File: src/sv/pcj_pkg.sv
// ----------------------------------------------------------------------------
// pcj_pkg
// Shared types and constants for the pixel canvas undo/redo journal.
// ----------------------------------------------------------------------------
package pcj_pkg;

    localparam int MAX_ROWS      = 64;
    localparam int MAX_COLS      = 64;
    localparam int HISTORY_DEPTH = 256;
    localparam int STORE_DEPTH   = MAX_ROWS * MAX_COLS;
    localparam int AW            = $clog2(STORE_DEPTH);
    localparam int HW            = $clog2(HISTORY_DEPTH);
    localparam int CW            = 6;
    localparam int REGW          = 7;

    localparam logic [31:0] ERASE_COLOUR = 32'h00ff_ffff;

    localparam logic [2:0] MODE_READ  = 3'd0;
    localparam logic [2:0] MODE_DRAW  = 3'd1;
    localparam logic [2:0] MODE_ERASE = 3'd2;
    localparam logic [2:0] MODE_RECT  = 3'd3;
    localparam logic [2:0] MODE_UNDO  = 3'd4;
    localparam logic [2:0] MODE_REDO  = 3'd5;

    localparam logic [1:0] ST_DONE  = 2'd0;
    localparam logic [1:0] ST_EMPTY = 2'd1;
    localparam logic [1:0] ST_RANGE = 2'd2;

    localparam logic REG_ROWS = 1'b0;
    localparam logic REG_COLS = 1'b1;

    typedef struct packed {
        logic [CW-1:0] x;
        logic [CW-1:0] y;
        logic [31:0]   colour;
    } jentry_t;

    // controller -> datapath
    typedef struct packed {
        logic load;       // capture input transaction
        logic clr_step;   // clearing sweep write
        logic rd_issue;   // issue journal/pixel reads for current op
        logic wr_commit;  // perform the write and journal update
        logic rect_adv;   // step rectangle cursor
        logic out_load;   // load result register
    } pcj_cmd_t;

    // datapath -> controller
    typedef struct packed {
        logic clr_last;
        logic rect_last;
        logic is_rect;
        logic is_write;   // op performs a pixel write
        logic [1:0] early_status;
    } pcj_sts_t;

endpackage

File: src/sv/pcj_ctrl.sv
// ----------------------------------------------------------------------------
// pcj_ctrl
// Sequencer: clearing sweep, journal fetch, read-modify-write, result hand-off.
// ----------------------------------------------------------------------------
module pcj_ctrl
(
    input  logic                clk,
    input  logic                rst_n,
    input  logic                in_valid,
    output logic                in_ready,
    output logic                out_valid,
    input  logic                out_ready,
    output pcj_pkg::pcj_cmd_t   cmd,
    input  pcj_pkg::pcj_sts_t   sts
);

    typedef enum logic [2:0] {
        S_CLEAR, S_IDLE, S_FETCH, S_ADDR, S_READ, S_WRITE, S_OUT
    } state_t;

    state_t state_reg, state_next;
    logic   ov_reg, ov_next;

    always_comb
    begin
        state_next = state_reg;
        ov_next    = ov_reg;
        cmd        = '0;
        in_ready   = 1'b0;
        if (out_valid && out_ready) ov_next = 1'b0;
        case (state_reg)
            S_CLEAR:
            begin
                cmd.clr_step = 1'b1;
                if (sts.clr_last) state_next = S_IDLE;
            end
            S_IDLE:
            begin
                in_ready = 1'b1;
                if (in_valid)
                begin
                    cmd.load   = 1'b1;
                    state_next = S_FETCH;
                end
            end
            S_FETCH:
            begin
                cmd.rd_issue = 1'b1;
                state_next   = S_ADDR;
            end
            S_ADDR:
                state_next = S_READ;
            S_READ:
                state_next = sts.is_write ? S_WRITE : S_OUT;
            S_WRITE:
            begin
                cmd.wr_commit = 1'b1;
                if (sts.is_rect && !sts.rect_last)
                begin
                    cmd.rect_adv = 1'b1;
                    state_next   = S_ADDR;
                end
                else
                    state_next = S_OUT;
            end
            S_OUT:
            begin
                if (!ov_reg || out_ready)
                begin
                    cmd.out_load = 1'b1;
                    ov_next      = 1'b1;
                    state_next   = S_IDLE;
                end
            end
            default: state_next = S_IDLE;
        endcase
    end

    always_ff @(posedge clk or negedge rst_n)
    begin
        if (!rst_n)
        begin
            state_reg <= S_CLEAR;
            ov_reg    <= 1'b0;
        end
        else
        begin
            state_reg <= state_next;
            ov_reg    <= ov_next;
        end
    end

    assign out_valid = ov_reg;

endmodule

File: config.mk
export PLATFORM = sky130hd
export DESIGN_NAME = pcj_ctrl
export DESIGN_NICKNAME = d
export VERILOG_FILES = /design/src/sv/pcj_pkg.sv /design/src/sv/pcj_ctrl.sv
export SDC_FILE = /design/constraint.sdc
export NUM_CORES = 1
export LEC_CHECK = 0
export BUFFER_PORTS_ARGS = -buffer_cell sky130_fd_sc_hd__buf_2
export CAP_MARGIN = 10
export CORE_AREA = 5 5 42 44
export DETAILED_ROUTE_END_ITERATION = 12
export DIE_AREA = 0 0 47 49
export PLACE_DENSITY = 0.47
export SLEW_MARGIN = 20
export SYNTH_ARGS = -nofsm -noshare
export SYNTH_HDL_FRONTEND = slang
export SYNTH_SLANG_ARGS = --single-unit
File: constraint.sdc
create_clock -name clk -period 3.26 [get_ports clk]
set_input_delay 0.163 -clock clk [delete_from_list [all_inputs] [get_ports clk]]
set_output_delay 0.163 -clock clk [all_outputs]
set_load 0.02 [all_outputs]
==> summary.md, run 1 <==
| Metric | Value |
|---|---|
| Outcome | `complete, no violations` |
| Clk pin slew, worst setup/hold paths | `0.04 ns` |
| Worst-Margin Slew | `0.444 ns` |
| GRT overflow | `0` |
| Post-synth top area cell | `dfrtp_1` |
| Num rows | `14` |
| Worst-skew pair later-pin latency | `0.23 ns` |
| CP delay by family, top | `flip-flops` |
| Layout cells sized above 1 | `0.490` |
| Max-slew violations | `0` |
| Post-CTS setup buffer count | `0` |
| Final setup margin | `1.71 ns` |
| Antenna Nets Post-Route | `0` |
| Pre-CTS WS | `1.92 ns` |
| Endpoints failing setup | `0` |
| Final Hold Viols | `0` |
| Element type at the critical path end | `primary output` |
| Num CTS Buffers | `3` |
| Crit path kind | `reg -> out` |
| Unrepaired setup endpoints after global routing | `no` |
| Clock sinks | `4` |
| Max-Slew Margin vs Limit | `0.704` |
| Yosys top cell area share | `0.303` |
| CTS tree | `done` |
| Final Cycle Share | `0.475` |
| Die Area | `2300 um^2` |
| Req. time, crit path | `3.10 ns` |
| Slowest CP cell | `dfrtp_1` |
| F_max | `0.646 GHz` |
| Fill count | `162` |
| Cell area power density | `893 nW/um^2` |
| Layout area overhead | `28.4%` |
| Post-synth cell types | `25` |
| Top post-synthesis cells by area | `dfrtp_1, a22o_1, and3b_1` |
| Gr usage total | `0.0713` |
| Max Cap Violations | `0` |
| Global-route wire length before repair | `1140 um` |
| Min Tclk post-route | `1.55 ns` |
| Gpl congestion | `0.703` |
| Post-Syn Instances | `33` |
| Drt wl/cell | `11.2 um` |
| Worst EP arrival | `1.38 ns` |
| Routed WL | `729 um` |
| N_diodes | `0` |
| Max reg flops | `3` |
| Total I/O pin count | `18` |
| Layout Nets | `61` |
| Drt pass-1 iters | `3` |
| Initial DRC Count | `6` |
| Register area share after synthesis | `0.303` |
| Overall power | `0.000379 W` |
| Max clock buf depth | `2` |
| Ys Warns | `0` |
| Pleak | `0.224 nW` |
| TNS Setup | `0 ns` |
| Largest net degree at the start of global routing | `15` |
| IO buf count | `15` |
| DR vias | `301` |
| Die X | `47 um` |
| Worst path cell trace | `and3b_2 -> and3b_1 -> buf_2` |
| Routed vias/inst | `4.63` |
| Initial antenna violation count | `0` |
| CTS hold repair buffers | `1` |
| Die height | `49 um` |
| Layout Skew | `0.00281 ns` |
| WP buf/inv | `1` |
| Core ar. | `1400 um^2` |
| Crit Path Max Fanout | `14` |
| CP Launch Type | `flop` |
| Clock H-tree levels | `1` |
| DRC violations left | `0` |
| Initial Utilization | `0.236` |
| Max incr delay on CP | `0.60 ns` |
| Syn Area/Cell | `10.0 um^2` |
| Peak supply drop | `0.302 mV` |
| CTS root buf | `clkbuf_4` |
| Hold Path Class | `in -> reg` |
| Syn nets | `43` |
| Yosys reg bits | `4` |
| Post-CTS sizing | `0` |
| Vias in the first global route | `277` |
| Mapped Area | `330 um^2` |
-- final timing paths --
path	start	end	slack, ns	depth (start not counted)
worst min register to register	out_valid	out_valid	0.60	2
max in group asynchronous	rst_n	state_reg[2]	2.88	2
worst max register to register	state_reg[2]	state_reg[0]	1.93	3
worst min-delay path	sts[3]	state_reg[0]	0.25	3
min in group asynchronous	rst_n	out_valid	0.26	2
worst max-delay path	state_reg[2]	cmd[1]	1.71	3
-- per-stage QoR --
stage               hold WS, ns  cells   util  area [um^2]
floorplan                -0.133     33      -          330
global placement        -0.0298     61  0.279          392
detailed placement      -0.0288     61  0.279          392
CTS                       0.255     65  0.303          424
global route              0.263     65  0.303          424
finish                    0.255     65  0.303          424
-- cell type report --
cell class                      count  area (um^2)  share of cell area
Clock buffer                        3         22.5              0.0531
Inverter                            1         3.75             0.00885
Multi-Input combinational cell     25          193               0.454
Sequential cell                     4          100               0.236
Tap cell                           16         20.0              0.0472
Timing Repair Buffer               16         85.1               0.201
-- cells by family (layout without fill, tap and decap cells) --
group / count (synthesis) / in the layout / share of synthesized area
simple gates: 16 / 16 / 0.341
mux: 1 / 1 / 0.0454
compound gates: 8 / 8 / 0.197
buf+inv: 4 / 20 / 0.114
flops: 4 / 4 / 0.303
-- synthesized netlist by cell type --
library cell  n
nor2_1        2
and3b_1       2
o32ai_2       1
mux2_4        1
nand3b_1      1
buf_4         1
a22o_1        2
nand4b_1      1
buf_6         1
a21o_2        1
o22ai_1       1
and3b_2       1
dfrtp_1       4
inv_1         1
nand2_1       1
nor2b_1       1
nor3b_2       1
and2_1        1
nand2b_1      1
nor3_1        2
nor3b_1       1
a21oi_1       2
a31oi_1       1
buf_8         1
and2b_2       1
-- per-layer routing --
layer	up-vias	GRT usage	share of wire
met3	2	0.0332	0.074
li1	153	-	-
met2	13	0.0905	0.45
met4	0	0.0553	0.016
met1	133	0.0887	0.46
met5	-	0	0
-- worst min-delay path, cell delays in order --
cell and delay (ns):
buf_2 0.11, nand4b_1 0.08, a31oi_1 0.08
-- power by group --
group          leakage (nW)  switching [W]  internal (W)
Sequential           0.0505      0.0000607     0.0000710
Clock                0.0138      0.0000200     0.0000412
Combinational         0.159      0.0000896     0.0000962
-- cells in the final DEF (no fill, tap or decap) --
| cell | instances |
|---|---|
| a21o_2 | 1 |
| a21oi_1 | 2 |
| a22o_1 | 2 |
| a31oi_1 | 1 |
| and2_1 | 1 |
| and2b_2 | 1 |
| and3b_1 | 2 |
| and3b_2 | 1 |
| buf_2 | 15 |
| clkbuf_4 | 3 |
| dfrtp_1 | 4 |
| dlygate4sd3_1 | 1 |
| inv_1 | 1 |
| mux2_4 | 1 |
| nand2_1 | 1 |
| nand2b_1 | 1 |
| nand3b_1 | 1 |
| nand4b_1 | 1 |
| nor2_1 | 2 |
| nor2b_1 | 1 |
| nor3_1 | 2 |
| nor3b_1 | 1 |
| nor3b_2 | 1 |
| o22ai_1 | 1 |
| o32ai_2 | 1 |
Note: power is estimated with default switching activity, not from simulation.
==> inputs of run 2 (changes only) <==
==> constraint.sdc (replaced) <==
create_clock -name clk -period 1.5 [get_ports clk]
set_input_delay 0.075 -clock clk [delete_from_list [all_inputs] [get_ports clk]]
set_output_delay 0.075 -clock clk [all_outputs]
set_load 0.02 [all_outputs]
==> summary.md, run 2 (synthesized netlist as in run 1, its figures left out) <==
| Metric | Value |
|---|---|
| Worst EP arrival | `1.32 ns` |
| DRC violations left | `0` |
| Crit Path Max Fanout | `8` |
| Vias in the first global route | `294` |
| Final setup margin | `0.101 ns` |
| Layout Nets | `63` |
| Routed vias/inst | `4.67` |
| CP Launch Type | `flop` |
| Cell area power density | `1930 nW/um^2` |
| Max-Slew Margin vs Limit | `0.769` |
| Drt pass-1 iters | `4` |
| Final Hold Viols | `0` |
| Initial DRC Count | `3` |
| Initial Utilization | `0.236` |
| Global-route wire length before repair | `1230 um` |
| Drt wl/cell | `11.9 um` |
| Pre-CTS WS | `0.275 ns` |
| Worst-Margin Slew | `0.346 ns` |
| Clock sinks | `4` |
| Max-slew violations | `0` |
| Die Area | `2300 um^2` |
| Num CTS Buffers | `3` |
| Sequential cell area | `103 um^2` |
| Gpl congestion | `0.728` |
| Final Cycle Share | `0.932` |
| Max clock buf depth | `2` |
| Largest net degree at the start of global routing | `13` |
| Peak supply drop | `0.754 mV` |
| Fill count | `164` |
| Endpoints failing setup | `0` |
| IO buf count | `15` |
| Crit path kind | `reg -> out` |
| DP HPWL | `561 um` |
| Outcome | `complete, no violations` |
| Final design utilization | `0.315` |
| TNS Setup | `0 ns` |
| CTS root buf | `clkbuf_4` |
| Die height | `49 um` |
| F_max | `0.715 GHz` |
| GRT overflow | `0` |
| Clk pin slew, worst setup/hold paths | `0.04 ns` |
| Most frequent cells in the layout | `buf_2, clkbuf_4` |
| Min Tclk post-route | `1.40 ns` |
| Layout Skew | `0.000160 ns` |
| Layout cells sized above 1 | `0.549` |
| Core ar. | `1400 um^2` |
| Unrepaired setup endpoints after global routing | `no` |
| Max Cap Violations | `0` |
| Gr usage total | `0.0762` |
| Pleak | `0.231 nW` |
| Area of the multi-input gates | `193 um^2` |
| Routed WL | `795 um` |
| Req. time, crit path | `1.42 ns` |
| Total I/O pin count | `18` |
| Initial antenna violation count | `0` |
| Worst-skew pair later-pin latency | `0.23 ns` |
| CTS tree | `done` |
| Min Hold Slack | `0.169 ns` |
| Max reg flops | `3` |
| N_diodes | `0` |
| Element type at the critical path end | `primary output` |
| Clock H-tree levels | `1` |
| Hold Path Class | `in -> reg` |
| Die X | `47 um` |
| DR vias | `313` |
| Fin cells | `67` |
| Placed Instances | `62` |
| Commonest non-fill, non-tap cell in the layout | `buf_2` |
| Antenna Nets Post-Route | `0` |
| Num rows | `14` |
| Layout area overhead | `33.7%` |
run 2: cell count changes in the layout (fill, tap and decap cells not counted):
cell     before  now
buf_4         0    2
dfrtp_1       4    2
dfrtp_2       0    2
run 2: timing repair:
action	CTS	global route
resized for setup	0	2
hold endpoints to repair	4	0
hold buffers	1	0
setup endpoints to repair	0	3
setup buffers	0	1
run 2: layout make-up:
type | count | area share
clock buffers | 3 | 0.0510
inverters | 1 | 0.00850
multi-input cells | 25 | 0.436
flip-flops and latches | 4 | 0.232
well taps | 16 | 0.0453
repair buffers | 18 | 0.227
run 2: worst paths after layout:
path	startpoint	to	slack (ns)	cells past startpoint
max	state_reg[2]	cmd[5]	0.10	4
min	sts[3]	state_reg[0]	0.17	3
max reg2reg	state_reg[0]	state_reg[0]	0.33	4
min reg2reg	state_reg[2]	state_reg[2]	0.61	1
max in group asynchronous	rst_n	state_reg[1]	1.20	2
min in group asynchronous	rst_n	out_valid	0.18	2
run 2: through the flow:
step	power (W)	area, um^2
after floorplan	0.000650	330
after global placement	0.000714	399
after detailed placement	0.000718	399
after CTS	0.000857	432
after global routing	0.000933	442
final	0.000854	442
run 2: power by group:
group          internal, W  total, W  switching [W]  leakage, nW
Clock            0.0000892  0.000129      0.0000397       0.0138
Sequential        0.000160  0.000275       0.000115       0.0480
Combinational     0.000228  0.000451       0.000223        0.169
Total             0.000477  0.000854       0.000377        0.231
run 2: metal layers:
metal	global-route usage	wire (um)	share of wire
met2	0.0973	340	0.43
met5	0	0	0
met1	0.0971	387	0.49
met3	0.0332	54	0.068
met4	0.0553	12	0.015
run 2: worst max-delay path: stages, from the launching register on:
cell and delay [ns]:
dfrtp_2 0.45, buf_4 0.18, nor3b_2 0.16, and2_1 0.14
buf_2 0.16
==> inputs of run 3 (changes only) <==
--- a/config.mk
+++ b/config.mk
@@ -10,7 +10,6 @@
 export CORE_AREA = 5 5 42 44
 export DETAILED_ROUTE_END_ITERATION = 12
 export DIE_AREA = 0 0 47 49
-export PLACE_DENSITY = 0.47
 export SLEW_MARGIN = 20
 export SYNTH_ARGS = -nofsm -noshare
 export SYNTH_HDL_FRONTEND = slang
==> constraint.sdc (replaced) <==
create_clock -name clk -period 1.3 [get_ports clk]
set_input_delay 0.065 -clock clk [delete_from_list [all_inputs] [get_ports clk]]
set_output_delay 0.065 -clock clk [all_outputs]
set_load 0.02 [all_outputs]
==> summary.md, run 3 (synthesized netlist as in run 1, its figures left out) <==
| Metric | Value |
|---|---|
| Outcome | `complete, no violations` |
| Reg-to-Reg End | `state_reg[0]` |
| Core ar. | `1400 um^2` |
| Clk pin slew, worst setup/hold paths | `0.04 ns` |
| Worst path cell trace | `buf_6 -> nor3b_4 -> and2_4 -> buf_6` |
| Max-Slew Margin vs Limit | `0.859` |
| GRT overflow | `0` |
| Final Cycle Share | `0.991` |
| Num CTS Buffers | `3` |
| Gr usage total | `0.0750` |
| Area of the multi-input gates | `201 um^2` |
| Unrepaired setup endpoints after global routing | `yes` |
| Layout Nets | `69` |
| DR vias | `332` |
| Max Cap Violations | `0` |
| Switching part of the total power | `0.401` |
| Min Tclk post-route | `1.29 ns` |
| Max-slew violations | `0` |
| Worst Hold Depth | `3` |
| Clock H-tree levels | `1` |
| Commonest non-fill, non-tap cell in the layout | `buf_2` |
| Req. time, crit path | `1.24 ns` |
| Layout cells sized above 1 | `0.614` |
| N_diodes | `0` |
| DRC violations left | `0` |
| Max reg flops | `3` |
| Clock sinks | `4` |
| Initial DRC Count | `5` |
| Initial antenna violation count | `0` |
| Largest net degree at the start of global routing | `13` |
| Sequential cell area | `103 um^2` |
| Vias in the first global route | `351` |
| Slowest CP cell | `dfrtp_1` |
| Max clock buf depth | `2` |
| Sw Pwr | `0.000465 W` |
| Worst r2r src | `state_reg[2]` |
| Fin cells | `73` |
| Gpl congestion | `0.605` |
| Pint | `0.000694 W` |
| CTS root buf | `clkbuf_4` |
| Most frequent cells in the layout | `buf_2, buf_4, clkbuf_4` |
| Worst-skew pair later-pin latency | `0.23 ns` |
| CP Launch Type | `flop` |
| Worst EP arrival | `1.22 ns` |
| Antenna Nets Post-Route | `0` |
| Register share of total power | `0.242` |
| Reg2Reg Setup Slack | `0.07 ns` |
| Initial Utilization | `0.236` |
| Max incr delay on CP | `0.41 ns` |
| Cell area power density | `2280 nW/um^2` |
| CTS tree | `done` |
| Layout area overhead | `53.8%` |
| Drt pass-1 iters | `2` |
| Fill count | `148` |
| Crit path kind | `reg -> out` |
| DP HPWL | `545 um` |
| Reg2Reg Depth | `4` |
| Die height | `49 um` |
| Routed WL | `770 um` |
| Final Hold Viols | `0` |
| Final design utilization | `0.363` |
| Global-route wire length before repair | `1290 um` |
| Clock power share | `0.128` |
| Worst Hold Endpoint | `state_reg[0]` |
| Num rows | `14` |
| Total I/O pin count | `18` |
| HP Start | `sts[3]` |
| Die X | `47 um` |
| F_max | `0.776 GHz` |
| IO buf count | `15` |
| Pre-CTS WS | `0.148 ns` |
| Final setup margin | `0.0119 ns` |
| Routed vias/inst | `4.55` |
| Peak supply drop | `0.863 mV` |
| Hold Path Class | `in -> reg` |
| Worst-Margin Slew | `0.211 ns` |
| Crit Path Max Fanout | `8` |
| Min Hold Slack | `0.159 ns` |
| Comb pwr share | `0.630` |
| Element type at the critical path end | `primary output` |
| Drt wl/cell | `10.5 um` |
| Pleak | `0.266 nW` |
| Endpoints failing setup | `0` |
| Die Area | `2300 um^2` |
| Placed Instances | `62` |
| Layout Skew | `0.000114 ns` |
| Cell mode on critical path | `buf_6` |
## run 3: cell types whose count changed in the layout (fill, tap and decap cells not counted), sizes merged
cell	previous run	this run
buf	17	23
## run 3: power by group through the flow
stage / logic, W / clock network (W) / registers, W
2_1_floorplan: 0.000514 / 0 / 0.000237
3_3_place_gp: 0.000518 / 0 / 0.000292
3_5_place_dp: 0.000522 / 0 / 0.000292
4_1_cts: 0.000656 / 0.000156 / 0.000279
5_1_grt: 0.000799 / 0.000167 / 0.000300
6_report: 0.000730 / 0.000149 / 0.000281
## run 3: per-stage QoR
| stage | setup TNS, ns | area, um^2 | power [W] |
|---|---|---|---|
| after CTS | 0 | 482 | 0.00109 |
| after global routing | -0.0977 | 508 | 0.00127 |
| after detailed placement | 0 | 399 | 0.000814 |
| after floorplan | 0 | 330 | 0.000750 |
| after global placement | 0 | 399 | 0.000810 |
| final | 0 | 508 | 0.00116 |
## run 3: layout make-up
| class | count | share of cell area |
|---|---|---|
| timing repair buffer | 24 | 0.310 |
| clock buffer | 3 | 0.0443 |
| inverter | 1 | 0.00739 |
| multi-input combinational | 25 | 0.397 |
| tap | 16 | 0.0394 |
| sequential | 4 | 0.202 |
## run 3: worst max path at each step
stage	endpoint	cells past startpoint	start	slack (ns)
after global routing	cmd[5]	4	state_reg[2]	-0.06
after detailed placement	cmd[1]	3	state_reg[1]	0.15
after CTS	cmd[5]	4	state_reg[2]	0.001
after global placement	cmd[1]	3	state_reg[1]	0.15
after floorplan	cmd[5]	3	state_reg[2]	0.04
final	cmd[5]	4	state_reg[2]	0.01
## run 3: layer usage
layer / GRT usage / vias to the layer above / wire [um]
met5: 0 / - / 0
met4: 0.0553 / 0 / 0
met3: 0.0111 / 0 / 49
met2: 0.113 / 9 / 368
met1: 0.0913 / 151 / 351
li1: - / 172 / -
## run 3: worst max-delay path: cells and delay by family (launching register included)
| family | cells | cell delay, ns |
|---|---|---|
| buffers and inverters | 2 | 0.25 |
| AND/OR/NAND/NOR | 2 | 0.33 |
| flip-flops | 1 | 0.41 |
## run 3: timing repair
item	4_1_cts	5_1_grt
pin swaps	0	1
buffers inserted	5	2
endpoints found under the hold margin	4	0
resized for setup	5	3
setup endpoints to repair	3	2
hold buffers	1	0
gates cloned	0	0
